<file path="src/hdl/krr_pkg.sv">
`timescale 1ns / 1ps
// ----------------------------------------------------------------------------
// krr_pkg: shared types and constants of the kinetic reaction rate block
// Configuration layout, queue entry, state encodings and the 2^(k/16) table.
// ----------------------------------------------------------------------------
package krr_pkg;

  localparam int NUM_SPECIES   = 7;
  localparam int NUM_REACTIONS = 2;
  localparam int RXN_W         = (NUM_REACTIONS > 1) ? $clog2(NUM_REACTIONS) : 1;
  localparam int CFG_IDX_W     = 3;
  localparam int CFG_W         = 32;

  // log10(2) in Q0.32, log2(10) in Q3.28, ln2 in Q0.16
  localparam logic [30:0] LOG10_OF_2 = 31'd1292913986;
  localparam logic [29:0] LOG2_OF_10 = 30'd891723284;
  localparam logic [15:0] LN2_Q16    = 16'd45426;

  typedef enum logic [CFG_IDX_W-1:0] {
    REG_STOICH_0 = 3'd0,
    REG_STOICH_1 = 3'd1,
    REG_LOGK_0   = 3'd2,
    REG_LOGK_1   = 3'd3,
    REG_RATEK_0  = 3'd4,
    REG_RATEK_1  = 3'd5
  } reg_idx_t;

  typedef struct packed {
    logic [1:0][20:0] stoich;
    logic [1:0][23:0] log_k;
    logic [1:0][31:0] rate_k;
  } cfg_t;

  // one finished species set handed from front to back
  typedef struct packed {
    logic [NUM_REACTIONS-1:0][31:0] acc;
    logic [31:0]                    area;
  } job_t;

  typedef struct packed {
    logic full;
    logic empty;
  } q_stat_t;

  typedef enum logic [2:0] {
    F_IDLE, F_NORM, F_LOG, F_SCALE, F_ACC, F_PUSH
  } front_state_t;

  typedef enum logic [2:0] {
    B_IDLE, B_MUL, B_POLY, B_SQ, B_MANT, B_P0, B_P1, B_FIN
  } back_state_t;

  // 2^(k/16) in Q1.16
  function automatic logic [16:0] pow2_frac(input logic [3:0] k);
    logic [16:0] v;
    case (k)
      4'd0:    v = 17'd65536;
      4'd1:    v = 17'd68438;
      4'd2:    v = 17'd71468;
      4'd3:    v = 17'd74632;
      4'd4:    v = 17'd77936;
      4'd5:    v = 17'd81386;
      4'd6:    v = 17'd84990;
      4'd7:    v = 17'd88752;
      4'd8:    v = 17'd92682;
      4'd9:    v = 17'd96785;
      4'd10:   v = 17'd101070;
      4'd11:   v = 17'd105545;
      4'd12:   v = 17'd110218;
      4'd13:   v = 17'd115098;
      4'd14:   v = 17'd120194;
      default: v = 17'd125515;
    endcase
    return v;
  endfunction

endpackage

</file>
<file path="src/hdl/krr_queue.sv">
`timescale 1ns / 1ps
// ----------------------------------------------------------------------------
// krr_queue: two-entry queue between intake and rate evaluation
// Holds finished species sets so the front can start the next set.
// ----------------------------------------------------------------------------
module krr_queue (
  input  logic              clk,
  input  logic              rst_n,
  input  logic              push,
  input  krr_pkg::job_t     job_in,
  input  logic              pop,
  output krr_pkg::job_t     head,
  output krr_pkg::q_stat_t  stat
);

  krr_pkg::job_t mem_r [2];
  logic          wr_ptr_r, rd_ptr_r;
  logic [1:0]    fill_r;

  always_ff @(posedge clk) begin
    if (!rst_n) begin
      wr_ptr_r <= 1'b0;
      rd_ptr_r <= 1'b0;
      fill_r   <= 2'd0;
    end else begin
      if (push) wr_ptr_r <= !wr_ptr_r;
      if (pop)  rd_ptr_r <= !rd_ptr_r;
      fill_r <= fill_r + 2'(push) - 2'(pop);
    end
  end

  always_ff @(posedge clk) begin
    if (push) mem_r[wr_ptr_r] <= job_in;
  end

  assign head       = mem_r[rd_ptr_r];
  assign stat.full  = (fill_r == 2'd2);
  assign stat.empty = (fill_r == 2'd0);

endmodule

</file>
<file path="config.mk">
export PLATFORM = sky130hd
export DESIGN_NAME = krr_queue
export DESIGN_NICKNAME = d
export VERILOG_FILES = /design/src/hdl/krr_pkg.sv /design/src/hdl/krr_queue.sv
export SDC_FILE = /design/constraint.sdc
export NUM_CORES = 1
export LEC_CHECK = 0
export BUFFER_PORTS_ARGS = -buffer_cell sky130_fd_sc_hd__buf_2
export CAP_MARGIN = 20
export CORE_ASPECT_RATIO = 0.6
export CORE_MARGIN = 2
export CORE_UTILIZATION = 56
export CTS_CLUSTER_SIZE = 25
export DETAILED_ROUTE_END_ITERATION = 8
export GPL_TIMING_DRIVEN = 0
export PLACE_DENSITY = 0.85
export SLEW_MARGIN = 20
export SYNTH_ARGS = -nofsm -noshare
export SYNTH_HDL_FRONTEND = slang
export SYNTH_SLANG_ARGS = --single-unit
</file>
<file path="constraint.sdc">
create_clock -name clk -period 13.5 [get_ports clk]
set_input_delay 2.025 -clock clk [delete_from_list [all_inputs] [get_ports clk]]
set_output_delay 2.025 -clock clk [all_outputs]
set_load 0.02 [all_outputs]
</file>
==> metrics <==
status=finished clean; CP max-delay cell=dfxtp_1; area grow syn2layout=26.0%; post-CTS resize count=0; Initial Utilization=0.574; Pleak=roughly 3.6 nW; CP Cell Sequence=buf_6 > buf_8 > buf_12 > mux2_4 > buf_2; post-synthesis sequential area ratio=0.798; GR Overflow Total=0; 1st-pass router iterations=5; most frequent cell after synthesis=edfxtp_1; H-tree depth=4; FP Rows=32; layout cells sized above 1=0.619; Max-slew headroom=0.537; post-route cell area=9270 sq um; Hold WC Path Type=flop to flop; die area=approximately 14000 sq um; DRT Wirelength=between 10 and 15 mm; Residual DRC=0; Fin. Hold Viols=0; Max Fanout on Critical Path=10; cts-stage hold buffer count=0; total CTS buffers=17; RSZ-0062 raised after global routing=no; Top FF cell, synth=edfxtp_1; initial antenna violation count=2; Gate Count Post-Synth=between 300 and 400; Final TNS setup=0 ns; total core area=between 10000 and 15000 sq um; crit share post-route=0.275; hpwl dp=between 9 and 10 mm; PwrDens=between 100 and 150 nW/um^2; Clock Path Buffers=2; Crit. End Element=output pin; wire per inst=between 15 and 20 um; # Post-CTS Setup Buffers=0; Peak VDD IR=0.0000940 V; Layout Nets=643; first-pass GRT wire length=just under 20 mm; Synth Register Bits=between 150 and 200; Syn. warnings=0; pre-CTS WS=about 10 ns; Ant. Diodes=0; Startpoint Class=flop; Die Width=about 150 um; syn_nets=between 400 and 500; worst reg2reg path depth=2; Hold Path Depth=2; Max Fclk=0.270 GHz; Synth top cells by count=192 x edfxtp_1, 56 x mux2_2, 40 x mux2_4; RePlAce Congestion=roughly 0.73; via count of the first global-routing pass=3905; max-slew violations=0; Clock Latency Late Sink=about 0.42 ns; Yosys cell types=16; Root Driver=clkbuf_16; Clock Sinks=slightly below 200; fillers=between 800 and 900; Req. time, crit path=roughly 11 ns; Post-Synthesis Mean Instance Area=23.0 sq um; GRT Total Usage=0.188; Cell Area, Synth=~7400 sq um; count of endpoints failing setup in the final report=0; setup ws final=between 9 and 10 ns; WP data arrival=~1.7 ns; CP peak stage delay=0.32 ns; Min Clock Period, post-route=between 3 and 4 ns; Post-synth EDFFs=around 190; CTS tree=built; DR vias/cell=5.12; total power=roughly 0.0014 W; slew at the pin closest to its max-slew limit=approximately 0.7 ns; area post-placement=8680 sq um; Die H=around 93 um; DRT iter0 DRCs=228; max-cap violations=0; asr flop ratio synth=0; io pins=198; Via Count=approximately 3700; Port Buffers=197; crit path kind=flop to output pin; clock-pin slew on the worst setup and hold paths=around 0.07 ns; share of the synthesized area in the top cell type=0.784; fin util=0.723; Yosys top cell by area=edfxtp_1; clk_skew=0.00923 ns; largest net degree at the start of global routing=50; Detail Route Antenna Nets=0; main area contributors after synthesis=edfxtp_1 78%, mux2_2 8.6%, mux2_4 8.2%
worst paths after layout:
kind                                endpoint      from  slack (ns)
worst min-delay path                    flop  rd_ptr_r        0.61
worst min register to register          flop  rd_ptr_r        0.61
worst max register to register  mem_r[1][61]  wr_ptr_r       11.82
worst max-delay path                head[81]      flop        9.79
metal layers:
metal	wire length, um	vias to the layer above	track usage
li1	-	1712	-
met1	5530	1832	0.233
met2	6370	149	0.306
met3	1130	12	0.0777
met4	84	4	0.0584
met5	27	-	0
per-stage QoR:
step           hold WS (ns)  instances
6_report              0.608        724
4_1_cts               0.615        724
2_1_floorplan         0.555        320
3_3_place_gp          0.566        687
5_1_grt               0.641        724
3_5_place_dp          0.599        692
power breakdown:
group | leakage (nW) | internal [W] | total (W) | switching, W
clock | 0.284 | 0.000247 | 0.000482 | 0.000235
combinational | 1.48 | 0.0000842 | 0.000184 | 0.000100
sequential | 1.84 | 0.000706 | 0.000715 | 0.00000895
total | 3.61 | 0.00104 | 0.00138 | 0.000344
cell usage in the layout, fill, tap and decap left out:
cell type and instances:
ha_1 2, clkinv_8 4, clkinv_2 2, xor2_1 1, dfxtp_1 5, and2_4 1, mux2_4 40, inv_6 5
nor2b_4 1, buf_6 1, o21a_1 1, nor2b_1 3, buf_16 3, buf_2 202, clkinv_4 1, inv_8 2
mux2_2 56, edfxtp_1 192, buf_12 6, xnor3_1 1, inv_1 2, clkbuf_16 17, and2_1 3, buf_8 1
clkinvlp_4 1, nor2_1 1
worst max-delay path, delay by kind of cell (launching register included):
kind                   cells  cell delay, ns
buffers and inverters      4            0.62
muxes                      1            0.31
DFF                        1            0.32
registers in the layout, indices dropped and copies added (netlist names), named ones only:
| register | cells |
|---|---|
| wr_ptr_r | 1 |
| rd_ptr_r | 1 |
| fill_r | 2 |
| mem_r | 192 |
final cells by class:
type | instances | area, sq um | area share
buffer | 11 | 131 | 0.0142
clock buffer | 17 | 425 | 0.0459
clock inverter | 15 | 158 | 0.0170
inverter | 2 | 7.51 | 0.000810
multi-input combinational | 110 | 1360 | 0.147
sequential | 197 | 5870 | 0.633
tap | 170 | 213 | 0.0230
timing repair buffer | 202 | 1110 | 0.120
cell families (layout without fill, tap and decap cells):
group,Yosys count,after routing,share of synthesized area
fa+ha+maj,2,2,0.00340
mux,96,96,0.167
simple gates,9,9,0.00732
flops,197,197,0.798
xor+xnor,2,2,0.00425
compound gates,1,1,0.00102
buf+inv,13,247,0.0189
Note: power is estimated with default switching activity, not from simulation.
