===== src/hdl/krr_pkg.sv =====
`timescale 1ns / 1ps
// ----------------------------------------------------------------------------
// krr_pkg: shared types and constants of the kinetic reaction rate block
// Configuration layout, queue entry, state encodings and the 2^(k/16) table.
// ----------------------------------------------------------------------------
package krr_pkg;

  localparam int NUM_SPECIES   = 7;
  localparam int NUM_REACTIONS = 2;
  localparam int RXN_W         = (NUM_REACTIONS > 1) ? $clog2(NUM_REACTIONS) : 1;
  localparam int CFG_IDX_W     = 3;
  localparam int CFG_W         = 32;

  // log10(2) in Q0.32, log2(10) in Q3.28, ln2 in Q0.16
  localparam logic [30:0] LOG10_OF_2 = 31'd1292913986;
  localparam logic [29:0] LOG2_OF_10 = 30'd891723284;
  localparam logic [15:0] LN2_Q16    = 16'd45426;

  typedef enum logic [CFG_IDX_W-1:0] {
    REG_STOICH_0 = 3'd0,
    REG_STOICH_1 = 3'd1,
    REG_LOGK_0   = 3'd2,
    REG_LOGK_1   = 3'd3,
    REG_RATEK_0  = 3'd4,
    REG_RATEK_1  = 3'd5
  } reg_idx_t;

  typedef struct packed {
    logic [1:0][20:0] stoich;
    logic [1:0][23:0] log_k;
    logic [1:0][31:0] rate_k;
  } cfg_t;

  // one finished species set handed from front to back
  typedef struct packed {
    logic [NUM_REACTIONS-1:0][31:0] acc;
    logic [31:0]                    area;
  } job_t;

  typedef struct packed {
    logic full;
    logic empty;
  } q_stat_t;

  typedef enum logic [2:0] {
    F_IDLE, F_NORM, F_LOG, F_SCALE, F_ACC, F_PUSH
  } front_state_t;

  typedef enum logic [2:0] {
    B_IDLE, B_MUL, B_POLY, B_SQ, B_MANT, B_P0, B_P1, B_FIN
  } back_state_t;

  // 2^(k/16) in Q1.16
  function automatic logic [16:0] pow2_frac(input logic [3:0] k);
    logic [16:0] v;
    case (k)
      4'd0:    v = 17'd65536;
      4'd1:    v = 17'd68438;
      4'd2:    v = 17'd71468;
      4'd3:    v = 17'd74632;
      4'd4:    v = 17'd77936;
      4'd5:    v = 17'd81386;
      4'd6:    v = 17'd84990;
      4'd7:    v = 17'd88752;
      4'd8:    v = 17'd92682;
      4'd9:    v = 17'd96785;
      4'd10:   v = 17'd101070;
      4'd11:   v = 17'd105545;
      4'd12:   v = 17'd110218;
      4'd13:   v = 17'd115098;
      4'd14:   v = 17'd120194;
      default: v = 17'd125515;
    endcase
    return v;
  endfunction

endpackage


===== src/hdl/krr_front.sv =====
`timescale 1ns / 1ps
// ----------------------------------------------------------------------------
// krr_front: species intake and saturation index accumulation
// Takes one species item, forms log10(c) + log10(gamma) with an iterative
// squaring log2 unit, and adds it times each reaction's coefficient into that reaction's accumulator.
// ----------------------------------------------------------------------------
module krr_front (
  input  logic                  clk,
  input  logic                  rst_n,
  input  logic                  in_valid,
  output logic                  in_stall,
  input  logic [31:0]           in_concentration,
  input  logic signed [23:0]    in_log_activity_coeff,
  input  logic [31:0]           in_surface_area,
  input  logic                  in_last_species,
  input  krr_pkg::cfg_t         cfg,
  input  krr_pkg::q_stat_t      q_stat,
  output logic                  push,
  output krr_pkg::job_t         job
);

  localparam logic [30:0] LOG10_OF_2_EXT = krr_pkg::LOG10_OF_2;

  krr_pkg::front_state_t state_r, state_nxt;

  logic [31:0]        c_r;
  logic signed [23:0] g_r;
  logic [31:0]        area_r;
  logic               last_r;
  logic [31:0]        z_r, z_nxt;
  logic [4:0]         msb_r, msb_nxt;
  logic [3:0]         bit_r;
  logic [15:0]        frac_r, frac_nxt;
  logic signed [21:0] l10_r, l10_nxt;
  logic [2:0]         count_r;
  logic signed [31:0] acc_r   [krr_pkg::NUM_REACTIONS];
  logic signed [31:0] acc_nxt [krr_pkg::NUM_REACTIONS];

  logic               accept;
  logic [63:0]        sq;
  logic [32:0]        zs;
  logic signed [6:0]  expo;
  logic signed [22:0] l2;
  logic [21:0]        l2_mag;
  logic [52:0]        scaled;
  logic [20:0]        mag;
  logic signed [25:0] term;
  logic [2:0]         sel;

  assign accept = in_valid && !in_stall;

  // next state
  always_comb begin
    state_nxt = state_r;
    case (state_r)
      krr_pkg::F_IDLE:  if (in_valid) state_nxt = krr_pkg::F_NORM;
      krr_pkg::F_NORM:  state_nxt = krr_pkg::F_LOG;
      krr_pkg::F_LOG:   if (bit_r == 4'd0) state_nxt = krr_pkg::F_SCALE;
      krr_pkg::F_SCALE: state_nxt = krr_pkg::F_ACC;
      krr_pkg::F_ACC:   state_nxt = last_r ? krr_pkg::F_PUSH : krr_pkg::F_IDLE;
      krr_pkg::F_PUSH:  if (!q_stat.full) state_nxt = krr_pkg::F_IDLE;
      default:          state_nxt = krr_pkg::F_IDLE;
    endcase
  end

  // outputs
  always_comb begin
    in_stall = (state_r != krr_pkg::F_IDLE);
    push     = (state_r == krr_pkg::F_PUSH) && !q_stat.full;
  end

  // leading one and normalization
  always_comb begin
    msb_nxt = 5'd0;
    for (int i = 1; i < 32; i++) begin
      if (c_r[i]) msb_nxt = 5'(i);
    end
    z_nxt = c_r << (5'd31 - msb_nxt);
  end

  // one squaring step of the log2 fraction
  always_comb begin
    sq       = 64'(z_r) * 64'(z_r);
    zs       = sq[63:31];
    frac_nxt = frac_r;
    if (zs[32]) frac_nxt[bit_r] = 1'b1;
  end

  // log2 to log10, rounded on the magnitude
  always_comb begin
    expo    = $signed({2'b00, msb_r}) - 7'sd24;
    l2      = $signed({expo, frac_r});
    l2_mag  = l2[22] ? 22'(-l2) : 22'(l2);
    scaled  = 53'(l2_mag) * 53'(LOG10_OF_2_EXT) + 53'h80000000;
    mag     = scaled[52:32];
    l10_nxt = l2[22] ? -$signed({1'b0, mag}) : $signed({1'b0, mag});
  end

  // coefficient times term, clamped accumulate
  always_comb begin
    logic signed [2:0]  coef;
    logic signed [28:0] prod;
    logic signed [33:0] v;
    term = 26'(l10_r) + 26'(g_r);
    sel  = (count_r < 3'(krr_pkg::NUM_SPECIES)) ? count_r : 3'd0;
    for (int r = 0; r < krr_pkg::NUM_REACTIONS; r++) begin
      coef = $signed(cfg.stoich[r][3*sel +: 3]);
      prod = 29'(coef) * 29'(term);
      v    = 34'(acc_r[r]) + 34'(prod);
      if (v > 34'sh7FFFFFFF)           acc_nxt[r] = 32'sh7FFFFFFF;
      else if (v < -34'sh80000000)     acc_nxt[r] = 32'sh80000000;
      else                             acc_nxt[r] = v[31:0];
    end
  end

  // control registers
  always_ff @(posedge clk) begin
    if (!rst_n) begin
      state_r <= krr_pkg::F_IDLE;
      count_r <= 3'd0;
      for (int r = 0; r < krr_pkg::NUM_REACTIONS; r++) acc_r[r] <= '0;
    end else begin
      state_r <= state_nxt;
      if (state_r == krr_pkg::F_ACC && count_r < 3'(krr_pkg::NUM_SPECIES)) begin
        count_r <= count_r + 3'd1;
        for (int r = 0; r < krr_pkg::NUM_REACTIONS; r++) acc_r[r] <= acc_nxt[r];
      end
      if (push) begin
        count_r <= 3'd0;
        for (int r = 0; r < krr_pkg::NUM_REACTIONS; r++) acc_r[r] <= '0;
      end
    end
  end

  // datapath registers
  always_ff @(posedge clk) begin
    if (accept) begin
      c_r    <= (in_concentration == 32'd0) ? 32'd1 : in_concentration;
      g_r    <= in_log_activity_coeff;
      area_r <= in_surface_area;
      last_r <= in_last_species;
    end
    case (state_r)
      krr_pkg::F_NORM: begin
        msb_r  <= msb_nxt;
        z_r    <= z_nxt;
        bit_r  <= 4'd15;
        frac_r <= 16'd0;
      end
      krr_pkg::F_LOG: begin
        z_r    <= zs[32] ? zs[32:1] : zs[31:0];
        frac_r <= frac_nxt;
        bit_r  <= bit_r - 4'd1;
      end
      krr_pkg::F_SCALE: l10_r <= l10_nxt;
      default: ;
    endcase
  end

  always_comb begin
    for (int r = 0; r < krr_pkg::NUM_REACTIONS; r++) job.acc[r] = acc_r[r];
    job.area = area_r;
  end

endmodule


===== config.mk =====
export PLATFORM = sky130hd
export DESIGN_NAME = krr_front
export DESIGN_NICKNAME = d
export VERILOG_FILES = /design/src/hdl/krr_pkg.sv /design/src/hdl/krr_front.sv
export SDC_FILE = /design/constraint.sdc
export NUM_CORES = 2
export LEC_CHECK = 0
export ABC_CLOCK_PERIOD_IN_PS = 25200
export BUFFER_PORTS_ARGS = -buffer_cell sky130_fd_sc_hd__buf_2
export CORE_MARGIN = 2
export CORE_UTILIZATION = 55
export DETAILED_ROUTE_END_ITERATION = 8
export GPL_ROUTABILITY_DRIVEN = 0
export PLACE_DENSITY = 0.72
export SLEW_MARGIN = 20
export SYNTH_ARGS = -nofsm -noshare
export SYNTH_HDL_FRONTEND = slang
export SYNTH_SLANG_ARGS = --single-unit

===== constraint.sdc =====
create_clock -name clk -period 25.2 [get_ports clk]
set_clock_uncertainty 0.05 [all_clocks]
set_input_delay 0 -clock clk [delete_from_list [all_inputs] [get_ports clk]]
set_output_delay 0 -clock clk [all_outputs]
set_load 0.005 [all_outputs]

==> impl_results.md <==
* Fmax at 0.0909 GHz
* Top Ports at 346
* Layout cells sized above 1 at 0.0704
* Crit path time final at 11000 ps
* Setup TNS at 0 ps
* Final Hold Viols at 0
* CP Max Fanout at 30
* FF-to-FF Start: z_r[11]$_DFFE_PP_
* Leading area contributor after synthesis: fa_1
* Nets at roughly 8000
* Vias at between 40000 and 50000
* CTS tree: built
* Startpoint types: flop
* Synth-to-layout area growth at 7.98%
* Max-cap violations at 0
* Yosys top cell area share at 0.374
* First-pass GRT wire length at 228 mm
* CTS max path bufs at 3
* Die area at 105000 um^2
* Async SR Flop Fraction at 0
* Netlist Area Pre-Place at 56300 um^2
* Unrepaired setup endpoints after global routing: false
* Iter 0 DRT Violations at 2450
* Crit path largest cell delay at 870 ps
* Post-CTS setup buffers at 0
* Most frequent CP cell: fa_1
* Die Y-Extent at around 320 um
* Avg Inst Size Synth at 9.64 um^2
* Hold Crit Class: in -> reg
* Std-Cell Rows at 117
* CTS Sinks at 238
* Largest cells by area after synthesis: fa_1 (37%), ha_1 (15%), edfxtp_1 (12%)
* Crit path launch: z_r[11]$_DFFE_PP_
* CP Class: reg -> reg
* DR vias/cell at 5.51
* Clock buffer count from CTS at 27
* Final setup viols at 0
* Pins Over Slew Limit at 0
* Critical-path top delay cell: xor2_4
* H-tree depth at 1
* Routed WL per cell at about 19 um
* Post-synthesis sequential area ratio at 0.126
* Critical Path End Type: flop
* Outcome: complete, no violations
* CORE AREA at 102000 um^2
* Pre-Repair DR Iteration Count at 6
* Worst-margin pin slew at 1110 ps
* EDFF count, synth at 232
* Final core occ at 0.598
* Final Cycle Share at 0.437
* GR Util All Layers at 0.277
* Ys Warns at 0
* Routed WL at 140 mm
* Die W at 324 um
* Worst setup endpoint: z_r[29]$_DFFE_PP_
* Post_cts resized at 0
* Latest clock arrival within the worst-skew pair at 590 ps
* DRC viols at 0
* Reg-to-reg endpoint: z_r[29]$_DFFE_PP_
* Post-Syn Instances at about 5800
* Total grt overflow at 0
* Unique cell type count in the Yosys netlist at 97
* Port Buf Inserts at 232
* CP Data Arrival Time at 11340 ps
* Flop-to-flop setup slack at 14200 ps
* CTS clk-pin slew, worst paths at 60 ps
* Most used DFF post-synth: edfxtp_1
* Max-Slew Margin vs Limit at 0.262
* DPL Wire Length at about 110 mm
* Final antenna-violating net count at 0
* Starting density of the core at 0.554
* Number of synthesized register bits at 238
* Reg2reg path depth at 29
* Data required time of the worst path at 25540 ps
* Initial antenna violation count at 4
* Largest net degree at the start of global routing at 65
* CTS Root Cell: clkbuf_16
* Vias in the first global route at 43300
state kept, by name, summed over array words and instances (netlist names), 5 cells and up:
name / flops
g_r: 24
area_r: 32
msb_r: 5
c_r: 32
l10_r: 22
frac_r: 16
acc_r: 64
z_r: 32
metal layers:
metal  GRT usage  part of all wire  wire (um)  vias to the layer above
met2       0.467              0.48      67400                     1344
li1            -                 -          -                    18800
met5           0                 0          0                        -
met1       0.378              0.42      58900                    20600
met4      0.0754             0.030       4220                        0
met3      0.0356             0.069       9730                      259
synth_stat cells, types with 6 or more instances:
cell,n
fa_1,1052
clkinv_1,7
inv_1,1386
nand4_1,27
o21ai_1,13
a211oi_1,17
o22ai_1,20
nor3b_1,6
nand2_1,456
nor2_1,219
a31o_2,8
nor4_1,23
ha_1,663
xnor2_1,133
or3_1,11
a22oi_1,6
o211ai_1,17
a21oi_1,210
a21boi_0,8
nor3_1,39
o31ai_1,15
a221oi_1,17
edfxtp_1,232
o21a_1,23
or2_2,14
o211a_1,7
nand3_1,44
and3_1,18
o21ai_0,127
or4_1,7
a21o_1,111
and2_1,217
clkbuf_1,198
o21bai_1,29
nor2b_1,49
nand2b_1,71
xor2_1,69
a2111oi_0,11
mux2_2,24
dfxtp_1,6
a211o_1,11
mux2i_1,74
a31oi_1,31
kinds of logic (layout without fill, tap and decap cells):
logic type / count (synthesis) / after routing / synth area share
adders and majority gates: 1715 / 1715 / 0.521
buffers and inverters: 1604 / 1827 / 0.107
and+or+nand+nor: 1226 / 1226 / 0.106
AOI/OAI and AO/OA: 752 / 752 / 0.0882
DFF: 238 / 238 / 0.126
xor gates and xnor gates: 203 / 203 / 0.0317
muxes: 102 / 102 / 0.0195
other: 2 / 8 / 0.000133
metrics by stage:
step	instance area [um^2]	worst slack (ps)	std cells	hold slack [ps]
2_1_floorplan	56400	15950	5846	-12.2
3_3_place_gp	59000	14500	7293	126
3_5_place_dp	59000	14340	7293	128
4_1_cts	60800	14370	7436	22.6
5_1_grt	60800	13630	7438	53.6
6_report	60800	14200	7439	50.8
worst max-delay path: cells and delay by family, from the launching register on:
family                     cells  cell delay, ps
adders and majority gates      9            4320
AOI/OAI and AO/OA             10            3470
buffers and inverters          8            1290
xor gates and xnor gates       1             870
and+or+nand+nor                1             440
DFF                            1             330
timing repair:
item | 4_1_cts | 5_1_grt
hold endpoints to repair | 119 | 0
hold buffers | 93 | 0
endpoints found under the setup margin | 0 | 0
worst min path at each step:
stage | start | endpoint | depth (start not counted)
global placement | in_surface_area[22] | area_r[22]$_DFFE_PP_ | 1
finish | in_surface_area[6] | area_r[6]$_DFFE_PP_ | 2
detailed placement | in_surface_area[2] | area_r[2]$_DFFE_PP_ | 1
CTS | in_surface_area[25] | area_r[25]$_DFFE_PP_ | 2
floorplan | q_stat[1] | push | 1
global route | in_surface_area[11] | area_r[11]$_DFFE_PP_ | 2
cell usage in the layout (no fill, tap or decap), types with 20 or more instances in the layout:
cell              n
nand4_1          27
o21a_1           22
nor4_1           23
and2_1          217
buf_4            55
nor3_1           39
xor2_1           68
o22ai_1          20
buf_2           232
o21ai_0         126
ha_1            663
o21bai_1         29
nor2b_1          49
xnor2_1         132
mux2i_1          74
fa_1           1052
mux2_2           24
inv_1          1386
a21oi_1         210
nand2b_1         70
clkbuf_16        27
a31oi_1          31
edfxtp_1        232
dlygate4sd3_1    93
nor2_1          217
nand3_1          44
nand2_1         456
a21o_1          110
area by class of cell:
cell class              count  area, um^2
diodes                      2        5.00
inverters                1397        5240
repair buffers            380        2500
well taps                1368        1710
clock buffers              30         687
multi-input cells        4004       43400
fillers                  8624       40900
flip-flops and latches    238        7090
clock inverters            20         213
Power is left out: the tool's default activity adds up to more than one toggle a clock period on the data nets, which glitch-free logic cannot reach.
